`src/rtl/core/line_sensor_calibrate_and_centroid_top_assert.svh`:
```
// assertion macros for the line sensor block
`ifndef LINE_SENSOR_CALIBRATE_AND_CENTROID_TOP_ASSERT_SVH
`define LINE_SENSOR_CALIBRATE_AND_CENTROID_TOP_ASSERT_SVH

`ifndef SYNTHESIS
`define LSC_ASSERT_CLK(lbl, prop, msg) \
	lbl: assert property (@(posedge clk) disable iff (!arst_n) prop) else $error(msg);
`define LSC_ASSERT_NEVER(lbl, cond, msg) \
	lbl: assert property (@(posedge clk) disable iff (!arst_n) !(cond)) else $error(msg);
`else
`define LSC_ASSERT_CLK(lbl, prop, msg)
`define LSC_ASSERT_NEVER(lbl, cond, msg)
`endif

`endif

```
`src/rtl/core/lsc_pkg.sv`:
```
package lsc_pkg;

	localparam int SENSOR_COUNT = 8;
	localparam int SAMPLE_BITS  = 10;
	localparam int LANES_MAX    = 8;
	localparam int LANES        = (SENSOR_COUNT < LANES_MAX) ? SENSOR_COUNT : LANES_MAX;
	localparam int FIELD_BITS   = 10;
	localparam int OP_BITS      = 2;
	localparam int POS_BITS     = 13;
	localparam int PATTERN_BITS = 8;
	localparam int INDEX_WEIGHT = 1000;
	localparam int NO_LINE_POS  = 3500;

	localparam int WSUM_MAX    = INDEX_WEIGHT * LANES * (LANES - 1) / 2;
	localparam int WSUM_BITS   = $clog2(WSUM_MAX + 1);
	localparam int COUNT_BITS  = $clog2(LANES + 1);
	localparam int SEL_BITS    = $clog2(LANES_MAX + 1);
	localparam int RECIP_SHIFT = $clog2(WSUM_MAX * LANES + 1) + 1;
	localparam int RECIP_BITS  = RECIP_SHIFT + 1;
	localparam int PROD_BITS   = WSUM_BITS + RECIP_BITS;

	localparam int QUEUE_DEPTH = 2;
	localparam int QPTR_BITS   = (QUEUE_DEPTH > 1) ? $clog2(QUEUE_DEPTH) : 1;
	localparam int QCOUNT_BITS = $clog2(QUEUE_DEPTH + 1);

	// ceil(2^shift / n), exact for every weighted sum this block can form
	localparam logic [RECIP_BITS-1:0] RECIP_1 = RECIP_BITS'(((1 << RECIP_SHIFT) + 0) / 1);
	localparam logic [RECIP_BITS-1:0] RECIP_2 = RECIP_BITS'(((1 << RECIP_SHIFT) + 1) / 2);
	localparam logic [RECIP_BITS-1:0] RECIP_3 = RECIP_BITS'(((1 << RECIP_SHIFT) + 2) / 3);
	localparam logic [RECIP_BITS-1:0] RECIP_4 = RECIP_BITS'(((1 << RECIP_SHIFT) + 3) / 4);
	localparam logic [RECIP_BITS-1:0] RECIP_5 = RECIP_BITS'(((1 << RECIP_SHIFT) + 4) / 5);
	localparam logic [RECIP_BITS-1:0] RECIP_6 = RECIP_BITS'(((1 << RECIP_SHIFT) + 5) / 6);
	localparam logic [RECIP_BITS-1:0] RECIP_7 = RECIP_BITS'(((1 << RECIP_SHIFT) + 6) / 7);
	localparam logic [RECIP_BITS-1:0] RECIP_8 = RECIP_BITS'(((1 << RECIP_SHIFT) + 7) / 8);

	localparam logic [OP_BITS-1:0] OP_CLEAR     = 2'd0;
	localparam logic [OP_BITS-1:0] OP_CALIBRATE = 2'd1;
	localparam logic [OP_BITS-1:0] OP_MEASURE   = 2'd2;

	typedef enum logic [1:0] {
		CMD_CLEAR     = 2'd0,
		CMD_CALIBRATE = 2'd1,
		CMD_MEASURE   = 2'd2
	} cmd_kind_t;

	typedef logic [SAMPLE_BITS-1:0] sample_t;
	typedef sample_t [LANES-1:0] lane_samples_t;

	typedef struct packed {
		cmd_kind_t     kind;
		lane_samples_t samples;
	} cmd_t;

	typedef struct packed {
		logic [OP_BITS-1:0]    op;
		logic [FIELD_BITS-1:0] sample_0;
		logic [FIELD_BITS-1:0] sample_1;
		logic [FIELD_BITS-1:0] sample_2;
		logic [FIELD_BITS-1:0] sample_3;
		logic [FIELD_BITS-1:0] sample_4;
		logic [FIELD_BITS-1:0] sample_5;
		logic [FIELD_BITS-1:0] sample_6;
		logic [FIELD_BITS-1:0] sample_7;
	} in_word_t;

	typedef struct packed {
		logic [POS_BITS-1:0]     position;
		logic                    line_seen;
		logic [PATTERN_BITS-1:0] active_pattern;
	} out_word_t;

	function automatic logic [RECIP_BITS-1:0] recip(input logic [COUNT_BITS-1:0] n);
		logic [SEL_BITS-1:0] sel;
		logic [RECIP_BITS-1:0] r;
		sel = SEL_BITS'(n);
		case (sel)
			SEL_BITS'(1): r = RECIP_1;
			SEL_BITS'(2): r = RECIP_2;
			SEL_BITS'(3): r = RECIP_3;
			SEL_BITS'(4): r = RECIP_4;
			SEL_BITS'(5): r = RECIP_5;
			SEL_BITS'(6): r = RECIP_6;
			SEL_BITS'(7): r = RECIP_7;
			SEL_BITS'(8): r = RECIP_8;
			default:      r = '0;
		endcase
		return r;
	endfunction

endpackage

```
`src/rtl/core/lsc_front.sv`:
```
module lsc_front (
	input  lsc_pkg::in_word_t scan,
	input  logic              scan_valid,
	output logic              scan_stall,
	input  logic              queue_full,
	output logic              push,
	output lsc_pkg::cmd_t     push_cmd
);
	import lsc_pkg::*;

	logic [LANES_MAX-1:0][FIELD_BITS-1:0] fields;
	logic                                 known;

	assign fields = {scan.sample_7, scan.sample_6, scan.sample_5, scan.sample_4,
		scan.sample_3, scan.sample_2, scan.sample_1, scan.sample_0};

	always_comb begin
		known = 1'b1;
		push_cmd.kind = CMD_CLEAR;
		case (scan.op)
			OP_CLEAR:     push_cmd.kind = CMD_CLEAR;
			OP_CALIBRATE: push_cmd.kind = CMD_CALIBRATE;
			OP_MEASURE:   push_cmd.kind = CMD_MEASURE;
			default:      known = 1'b0;
		endcase
		for (int i = 0; i < LANES; i++) begin
			push_cmd.samples[i] = SAMPLE_BITS'(fields[i]);
		end
	end

	// unknown ops are taken and dropped
	assign scan_stall = queue_full;
	assign push       = scan_valid && !queue_full && known;

endmodule

```
`src/rtl/core/lsc_queue.sv`:
```
`include "line_sensor_calibrate_and_centroid_top_assert.svh"

module lsc_queue (
	input  logic          clk,
	input  logic          arst_n,
	input  logic          push,
	input  lsc_pkg::cmd_t push_cmd,
	output logic          full,
	input  logic          pop,
	output logic          head_valid,
	output lsc_pkg::cmd_t head
);
	import lsc_pkg::*;

	cmd_t                   entry_q [QUEUE_DEPTH];
	logic [QPTR_BITS-1:0]   rd_ptr_q;
	logic [QPTR_BITS-1:0]   wr_ptr_q;
	logic [QCOUNT_BITS-1:0] count_q;

	function automatic logic [QPTR_BITS-1:0] next_ptr(input logic [QPTR_BITS-1:0] p);
		return (p == QPTR_BITS'(QUEUE_DEPTH - 1)) ? '0 : p + 1'b1;
	endfunction

	assign full       = (count_q == QCOUNT_BITS'(QUEUE_DEPTH));
	assign head_valid = (count_q != '0);
	assign head       = entry_q[rd_ptr_q];

	always_ff @(posedge clk) begin
		if (push) begin
			entry_q[wr_ptr_q] <= push_cmd;
		end
	end

	always_ff @(posedge clk or negedge arst_n) begin
		if (!arst_n) begin
			rd_ptr_q <= '0;
			wr_ptr_q <= '0;
			count_q  <= '0;
		end else begin
			if (push) begin
				wr_ptr_q <= next_ptr(wr_ptr_q);
			end
			if (pop) begin
				rd_ptr_q <= next_ptr(rd_ptr_q);
			end
			case ({push, pop})
				2'b10:   count_q <= count_q + 1'b1;
				2'b01:   count_q <= count_q - 1'b1;
				default: count_q <= count_q;
			endcase
		end
	end

	`LSC_ASSERT_NEVER(a_queue_overflow, push && full && !pop, "word pushed into a full queue")
	`LSC_ASSERT_NEVER(a_queue_underflow, pop && !head_valid, "pop from an empty queue")

endmodule

```
`src/rtl/core/lsc_back.sv`:
```
`include "line_sensor_calibrate_and_centroid_top_assert.svh"

module lsc_back (
	input  logic               clk,
	input  logic               arst_n,
	input  logic               head_valid,
	input  lsc_pkg::cmd_t      head,
	output logic               pop,
	output logic               result_valid,
	input  logic               result_stall,
	output lsc_pkg::out_word_t result
);
	import lsc_pkg::*;

	typedef enum logic [2:0] {
		ST_IDLE = 3'b001,
		ST_MUL  = 3'b010,
		ST_RES  = 3'b100
	} state_t;

	state_t                state_q;
	sample_t               min_q [LANES];
	sample_t               max_q [LANES];
	logic [LANES-1:0]      pattern_q;
	logic [COUNT_BITS-1:0] count_q;
	logic [WSUM_BITS-1:0]  wsum_q;
	logic [PROD_BITS-1:0]  prod_q;
	out_word_t             result_q;
	logic                  result_valid_q;

	logic [SAMPLE_BITS:0]  mid_sum [LANES];
	logic [LANES-1:0]      hit;
	logic [COUNT_BITS-1:0] hit_count;
	logic [WSUM_BITS-1:0]  hit_sum;
	logic                  load;

	always_comb begin
		hit_count = '0;
		hit_sum   = '0;
		for (int i = 0; i < LANES; i++) begin
			mid_sum[i] = {1'b0, min_q[i]} + {1'b0, max_q[i]};
			hit[i]     = ({1'b0, head.samples[i]} <= (mid_sum[i] >> 1));
			hit_count  = hit_count + COUNT_BITS'(hit[i]);
			hit_sum    = hit_sum + (hit[i] ? WSUM_BITS'(i * INDEX_WEIGHT) : '0);
		end
	end

	assign pop  = (state_q == ST_IDLE) && head_valid;
	assign load = (state_q == ST_RES) && (!result_valid_q || !result_stall);

	always_ff @(posedge clk or negedge arst_n) begin
		if (!arst_n) begin
			state_q        <= ST_IDLE;
			result_valid_q <= 1'b0;
			for (int i = 0; i < LANES; i++) begin
				min_q[i] <= '1;
				max_q[i] <= '0;
			end
		end else begin
			if (load) begin
				result_valid_q <= 1'b1;
			end else if (!result_stall) begin
				result_valid_q <= 1'b0;
			end
			case (state_q)
				ST_IDLE: begin
					if (pop) begin
						case (head.kind)
							CMD_CLEAR: begin
								for (int i = 0; i < LANES; i++) begin
									min_q[i] <= '1;
									max_q[i] <= '0;
								end
							end
							CMD_CALIBRATE: begin
								for (int i = 0; i < LANES; i++) begin
									if (head.samples[i] < min_q[i]) begin
										min_q[i] <= head.samples[i];
									end
									if (head.samples[i] > max_q[i]) begin
										max_q[i] <= head.samples[i];
									end
								end
							end
							CMD_MEASURE: state_q <= ST_MUL;
							default: state_q <= ST_IDLE;
						endcase
					end
				end
				ST_MUL: state_q <= ST_RES;
				ST_RES: begin
					if (load) begin
						state_q <= ST_IDLE;
					end
				end
				default: state_q <= ST_IDLE;
			endcase
		end
	end

	always_ff @(posedge clk) begin
		if (pop && head.kind == CMD_MEASURE) begin
			pattern_q <= hit;
			count_q   <= hit_count;
			wsum_q    <= hit_sum;
		end
		if (state_q == ST_MUL) begin
			prod_q <= PROD_BITS'(wsum_q) * PROD_BITS'(recip(count_q));
		end
		if (load) begin
			result_q.position       <= (count_q == '0) ? POS_BITS'(NO_LINE_POS)
				: POS_BITS'(prod_q >> RECIP_SHIFT);
			result_q.line_seen      <= (count_q != '0);
			result_q.active_pattern <= PATTERN_BITS'(pattern_q);
		end
	end

	assign result_valid = result_valid_q;
	assign result       = result_q;

	`LSC_ASSERT_CLK(a_seen_matches_pattern, result_valid |-> (result.line_seen == (result.active_pattern != '0)), "line_seen disagrees with pattern")
	`LSC_ASSERT_CLK(a_no_line_center, (result_valid && !result.line_seen) |-> (result.position == POS_BITS'(NO_LINE_POS)), "empty scan not centered")
	`LSC_ASSERT_CLK(a_position_range, (result_valid && result.line_seen) |-> (result.position <= POS_BITS'(INDEX_WEIGHT * (LANES - 1))), "position beyond last sensor")
	`LSC_ASSERT_CLK(a_mul_then_result, (state_q == ST_MUL) |=> (state_q == ST_RES), "multiply step not followed by result step")

endmodule

```
`src/rtl/core/line_sensor_calibrate_and_centroid_top.sv`:
```
// Line sensor calibration and position. Each scan word carries an op and eight
// 10-bit samples. Clear and calibrate words update the per-channel min/max and
// return nothing; a measure word returns the active-sensor pattern, line_seen
// and the mean of 1000 * index over active sensors (3500 when none). A two-word
// queue sits between the input and the execution unit, so scans are taken while
// a result waits. Clear and calibrate retire as they are popped; a measure
// passes through compare, reciprocal multiply and result register, plus output
// wait. The execution unit runs these three steps one after another without
// overlap, so it pops no new word until a measure's result is registered.
module line_sensor_calibrate_and_centroid_top (
	input  logic               clk,
	input  logic               arst_n,
	input  logic               scan_valid,
	output logic               scan_stall,
	input  lsc_pkg::in_word_t  scan,
	output logic               result_valid,
	input  logic               result_stall,
	output lsc_pkg::out_word_t result
);
	import lsc_pkg::*;

	logic queue_full;
	logic push;
	cmd_t push_cmd;
	logic pop;
	logic head_valid;
	cmd_t head;

	lsc_front u_front (
		.scan       (scan),
		.scan_valid (scan_valid),
		.scan_stall (scan_stall),
		.queue_full (queue_full),
		.push       (push),
		.push_cmd   (push_cmd)
	);

	lsc_queue u_queue (
		.clk        (clk),
		.arst_n     (arst_n),
		.push       (push),
		.push_cmd   (push_cmd),
		.full       (queue_full),
		.pop        (pop),
		.head_valid (head_valid),
		.head       (head)
	);

	lsc_back u_back (
		.clk          (clk),
		.arst_n       (arst_n),
		.head_valid   (head_valid),
		.head         (head),
		.pop          (pop),
		.result_valid (result_valid),
		.result_stall (result_stall),
		.result       (result)
	);

endmodule
```
`config.mk`:
```
export PLATFORM = sky130hd
export DESIGN_NAME = line_sensor_calibrate_and_centroid_top
export DESIGN_NICKNAME = d
export VERILOG_FILES = /design/src/rtl/core/lsc_pkg.sv /design/src/rtl/core/lsc_front.sv /design/src/rtl/core/lsc_queue.sv /design/src/rtl/core/lsc_back.sv /design/src/rtl/core/line_sensor_calibrate_and_centroid_top.sv
export VERILOG_INCLUDE_DIRS = /design/src /design/src/rtl/core
export SDC_FILE = /design/constraint.sdc
export NUM_CORES = 1
export LEC_CHECK = 0
export ABC_AREA = 1
export BUFFER_PORTS_ARGS = -buffer_cell sky130_fd_sc_hd__buf_2
export CAP_MARGIN = 0
export CORE_AREA = 5 5 248 250
export DETAILED_ROUTE_END_ITERATION = 10
export DIE_AREA = 0 0 253 255
export PLACE_DENSITY = 0.83
export SLEW_MARGIN = 15
export SYNTH_ARGS = -nofsm -noshare
export SYNTH_HDL_FRONTEND = slang
export SYNTH_SLANG_ARGS = --single-unit
```
`constraint.sdc`:
```
create_clock -name clk -period 5.6 [get_ports clk]
set_input_delay 0.56 -clock clk [delete_from_list [all_inputs] [get_ports clk]]
set_output_delay 0.56 -clock clk [all_outputs]
set_load 0.01 [all_outputs]
```
==> impl_metrics.tcl, run 1 <==
set metrics [dict create \
    via_per_inst 5.474 \
    h-tree-depth 2 \
    ys_ff_latch 404 \
    io_buffers 109 \
    syn_area_um2 33790 \
    die_area_um2 64520 \
    core_area_um2 58800 \
    yosysTopAreaCellShare_pct 19.82 \
    grt_pass1_vias 29375 \
    grt_util_all_layers_pct 26.82 \
    min_period_ns 6.111 \
    numCtsBuffers 45 \
    dr.pass1.iters 8 \
    yosysWarnings 0 \
    dp_hpwl_um 65200 \
    ys.flop_type "edfxtp_1" \
    vias 28821 \
    drive_gt1_share_pct 18.05 \
    grt_setup_unrepaired "true" \
    startpoint_type "flip-flop" \
    synth_top_family_by_area "adder cells" \
    preCtsSetupSlack_ns -0.3889 \
    fin_nets 5173 \
    maxCapViolations 0 \
    finClkSkew_ns 0.03295 \
    cts.sinks 404 \
    path_class "reg -> reg" \
    yosys.area_share.simple_pct 18.93 \
    ctsRootBufferMaster "clkbuf_16" \
    synth_edf_count 223 \
    synthMuxAreaShare_pct 0.03333 \
    area_growth_pct 17.73 \
    worst_path_most_repeated_cell "inv_2" \
    status "finished, violations left" \
    slowest_delay_ns 0.55 \
    synth_top_area_cell "edfxtp_1" \
    worst_pin_slew_ns 1.154 \
    synthCells 4014 \
    tritoncts "done" \
    synthAdderAreaFrac_pct 28.25 \
    slew_viol_final 0 \
    yosys-top-cells-area "edfxtp_1 20%, ha_1 16%, fa_1 12%, nand2_1 11%, inv_1 8.8%" \
    num_rows 89 \
    grt.overflow.total 0 \
    antenna_left 0 \
    syn-mean-instance-area_um2 8.418 \
    dieHeight_um 255 \
    grt_max_degree 110 \
    slew_headroom_pct 22.88 \
    max_freq_mhz 163.6 \
    clk_path_buf_depth 3 \
    wl_per_cell_um 16.94 \
    crit_fanout 4 \
    cpMaxStageDelayCell "fa_1" \
    ys_async_sr_fraction_pct 41.58 \
    required_ns 5.93 \
    grt_pass1_wl_um 141900 \
    insertion_delay_ns 0.61 \
    setup_viol 18 \
    drc 0 \
    place_congestion 0.9691 \
    path_clk_slew_ns 0.06 \
    drtIter0Drc 2383 \
    hold_viol 0 \
    hold_path_class "in -> reg" \
    layout_commonest_cell "nand2_1" \
    worstPathArrival_ns 6.44 \
    drt_wl_total_um 89180 \
    initial_core_util_pct 57.47 \
    violations "negative setup slack" \
    final_cell_mix "990 x nand2_1, 776 x inv_1, 417 x ha_1" \
    antenna_found_initial 5 \
    fp.dieW_um 253 \
    mappedNetlistNets 4737 \
    yosysUniqueCellTypes 46 \
    setup_ws_ns -0.5111 \
    seq_area_frac_synth_pct 33.33 \
    pin_count 110 \
    final_core_util_pct 67.66 \
    synth_compound_area_share_pct 6.898 \
    endpoint_kind "flip-flop" \
    fin_crit_sh_pct 109.1 \
    synth-xor-area-share_pct 2.151 \
]
[stage by stage]
stage	TNS (ns)	std cells	cell area, um2	hold WS [ns]
floorplan	-0.001966	4014	33880	0.2644
global placement	-1.183	5134	37540	0.4625
detailed placement	-2.519	5134	37540	0.4688
CTS	-1.433	5234	39270	0.1212
global route	-7.988	5265	39780	0.1248
finish	-3.355	5265	39780	0.1419
[state kept, by name, summed over array words and instances (netlist names), 2 cells and up, named ones only]
name	count
u_back.wsum_q	12
u_back.max_q	80
u_back.min_q	80
u_back.pattern_q	8
u_queue.entry_q	164
u_back.prod_q	13
u_back.state_q	3
u_back.count_q	4
u_queue.count_q	2
u_back.result	22
[logic make-up (layout without fill, tap and decap cells)]
kind of cell,after synthesis,in the layout
XOR/XNOR,83,83
adder cells (fa/ha/maj),637,637
other,0,5
flip-flops,404,404
AND/OR/NAND/NOR,1561,1561
AO/OA/AOI/OAI,426,426
buffers and inverters,902,1375
multiplexers,1,1
[worst max-delay path, delay by kind of cell (launching register included)]
kind	cells	cell delay (ns)
AND/OR/NAND/NOR	11	1.19
adder cells (fa/ha/maj)	7	2.89
flip-flops	1	0.53
AO/OA/AOI/OAI	5	0.71
buffers and inverters	6	0.40
XOR/XNOR	1	0.12
[final cells by class]
class,count,area [um2]
multi-input cells,2708,19550
fillers,4202,19020
flip-flops and latches,404,11270
repair buffers,486,3515
inverters,805,3024
clock buffers,60,1224
well taps,773,967.2
clock inverters,24,219.0
diodes,5,12.51
[cells in the mapped netlist (all sizes together), types with 42 or more instances]
cell	count
clkbuf	52
nand2	1031
fa	210
dfrtp	87
buf	45
nand3	225
ha	427
nor2	215
dfstp	81
inv	805
a21oi	196
o21ai	157
nand4	42
xor2	51
edfxtp	223
[path summary, 6_finish.rpt]
kind / start / endpoint / slack [ns] / cells past startpoint
hold / removal: scan[68] / u_queue.entry_q[1][18] / 0.14 / 1
setup / recovery: u_back.min_q[30] / u_back.wsum_q[14] / -0.51 / 30
hold reg to reg: u_back.min_q[79] / u_back.min_q[79] / 0.48 / 2
setup reg to reg: u_back.min_q[30] / u_back.wsum_q[14] / -0.51 / 30
min in group asynchronous: arst_n / u_back.max_q[55] / 0.50 / 2
max in group asynchronous: arst_n / u_queue.rd_ptr_q / 3.84 / 3
[routing by layer]
metal  up-vias  share of wire, %  GRT usage (%)
met4         0               5.0          10.86
li1      13629                 -              -
met5         -                 0              0
met3       320               7.3          4.684
met2      1204                49          47.52
met1     13668                39          32.66
[timing repair]
item                       4_1_cts  5_1_grt
cloned                           0        0
hold endpoints to repair        28        0
hold buffers                     1        0
setup buffers                   15       27
resized for setup               46       92
pin swaps                       38       66
setup endpoints to repair       19       34
Power of run 1 is left out: the tool's default activity adds up to more than one toggle a clock period on the data nets, which glitch-free logic cannot reach.
==> run 2: changes to the inputs <==
Settings changed: CORE_AREA 5 5 248 250 to 5 5 251 253, DIE_AREA 0 0 253 255 to 0 0 256 258, SYNTH_HIERARCHICAL set to 1.
==> impl_metrics.tcl, run 2 <==
set metrics [dict create \
    syn-mean-instance-area_um2 8.241 \
    yosysTopAreaCellShare_pct 19.30 \
    design_area_um2 39190 \
    worst_pin_slew_ns 0.9726 \
    max_freq_mhz 169.8 \
    grt_pass1_wl_um 136000 \
    dp_hpwl_um 63290 \
    required_ns 5.91 \
    top_regs "u_queue/entry_q: 164 flops, u_back/max_q: 80 flops, u_back/min_q: 80 flops" \
    grt_max_degree 93 \
    slew_viol_final 0 \
    wl_per_cell_um 15.80 \
    min_period_ns 5.890 \
    cpMaxStageDelayCell "fa_1" \
    insertion_delay_ns 0.58 \
    grt_pass1_vias 28299 \
    final_cell_mix "1,096 x nand2_1, 821 x inv_1, 417 x ha_1" \
    die_area_um2 66050 \
    endpoint_kind "flip-flop" \
    fp.dieW_um 256 \
    numCtsBuffers 42 \
    tns_ns -1.181 \
    tritoncts "done" \
    seq_area_frac_synth_pct 32.46 \
    top_register "u_queue/entry_q" \
    yosys-top-cells-area "edfxtp_1 19%, ha_1 15%, fa_1 12%, nand2_1 12%, inv_1 9.1%" \
    hold_path_class "in -> async" \
    worstPathArrival_ns 6.20 \
    pin_count 110 \
    num_rows 91 \
    cts.sinks 404 \
    maxCapViolations 0 \
    slowest_delay_ns 0.58 \
    path_clk_slew_ns 0.07 \
    ctsRootBufferMaster "clkbuf_16" \
    path_class "reg -> reg" \
    drt_wl_total_um 83440 \
    dieHeight_um 258 \
    ctsHoldBuffers 0 \
    hold_viol 0 \
    preCtsSetupSlack_ns -0.3692 \
    fin_crit_sh_pct 105.2 \
    dr.pass1.iters 6 \
    startpoint_type "flip-flop" \
    antenna_found_initial 1 \
    violations "negative setup slack" \
    synth_top_cells_by_count "1,110 x nand2_1, 837 x inv_1, 427 x ha_1" \
    slew_headroom_pct 34.81 \
    grt.overflow.total 0 \
    yosysUniqueCellTypes 43 \
    status "finished, violations left" \
    cp_num_buf_inv 3 \
    grt_setup_unrepaired "true" \
    via_per_inst 5.348 \
    drc 0 \
    core_area_um2 60800 \
    mappedNetlistNets 4933 \
    vias 28244 \
    synthCells 4210 \
    clk_path_buf_depth 3 \
    synth_most_common_cell "nand2_1" \
    h-tree-depth 2 \
    fillers 4833 \
    placed_area_um2 37150 \
    whs_ns 0.009568 \
    crit_fanout 4 \
    largest_register_ffs 164 \
    setup_viol 7 \
    drtIter0Drc 2134 \
    synth_top_area_cell "edfxtp_1" \
    syn_area_um2 34690 \
    io_buffers 109 \
    drive_gt1_share_pct 14.94 \
    yosysWarnings 6 \
    grt_util_all_layers_pct 24.72 \
    setup_ws_ns -0.2901 \
    ys_ff_latch 404 \
    antenna_left 0 \
    path_delay_family "adder cells" \
    ys.flop_type "edfxtp_1" \
    ys_async_sr_fraction_pct 41.58 \
    initial_core_util_pct 57.06 \
    fin_nets 5179 \
    area_growth_pct 12.96 \
    place_congestion 0.9802 \
    layout_commonest_cell "nand2_1" \
    finClkSkew_ns 0.02448 \
    synth_edf_count 223 \
]
==> run 2: worst register-to-register path, stage by stage, from the launching register on <==
cell      delay [ns]
dfstp_2         0.54
inv_2           0.05
fa_2            0.40
o21ai_2         0.15
nand4_1         0.12
nand2_1         0.11
nand2_2         0.07
nand2_2         0.08
a21oi_2         0.07
ha_4            0.29
nand2_4         0.06
nor2_4          0.11
nand4_1         0.12
o21bai_1        0.18
nand3_1         0.13
o21ai_4         0.10
inv_2           0.08
fa_2            0.46
fa_1            0.54
inv_2           0.05
fa_1            0.47
fa_1            0.58
ha_4            0.24
a21oi_2         0.14
nand2_2         0.10
a21oi_2         0.17
o21ai_2         0.08
xor2_1          0.15
==> run 2: kinds of logic after synthesis <==
logic type / share of synthesized area, %
AOI/OAI and AO/OA: 6.271
xor gates and xnor gates: 1.792
adders and majority gates: 27.52
buffers and inverters: 12.12
DFF: 32.46
and+or+nand+nor: 19.84
==> run 2: what timing repair did <==
| item | 4_1_cts | 5_1_grt |
|---|---|---|
| gates resized for setup | 44 | 56 |
| endpoints found under the setup margin | 7 | 24 |
| pin swaps | 25 | 30 |
| setup buffers | 13 | 20 |
==> run 2: stage by stage <==
step           utilization (%)  instances
2_1_floorplan                -       4210
3_3_place_gp             61.11       5169
3_5_place_dp             61.11       5169
4_1_cts                  63.90       5260
5_1_grt                  64.46       5281
6_report                 64.46       5281
==> run 2: final timing paths <==
check / startpoint / to / cells past startpoint / slack (ns)
setup / recovery: u_back/min_q[41] / u_back/wsum_q[11] / 27 / -0.29
hold / removal: arst_n / u_back/max_q[43] / 1 / 0.01
setup reg to reg: u_back/min_q[41] / u_back/wsum_q[11] / 27 / -0.29
hold reg to reg: u_back/pattern_q[0] / u_back/result[0] / 0 / 0.43
max in group asynchronous: arst_n / u_back/max_q[67] / 2 / 4.35
min in group clk: scan[41] / u_queue/entry_q[1][31] / 1 / 0.16
==> run 2: cell type report <==
class                   count  area (um2)  area share [%]
diodes                      1       2.502        0.006385
inverters                 841        3161           8.065
multi-input cells        2787       19660           50.15
well taps                 790       988.4           2.522
flip-flops and latches    404       11270           28.76
clock buffers              55        1191           3.039
repair buffers            380        2656           6.778
clock inverters            23       265.3          0.6768
==> run 2: routing by layer <==
layer	part of all wire, %	wire length (um)	global-route usage, %	vias up
li1	-	-	-	13689
met1	40	33570	30.86	13300
met2	49	40700	42.90	960
met3	5.7	4750	3.236	295
met4	5.3	4422	11.68	0
met5	0	0	0	-
Power of run 2 is left out for the same reason.
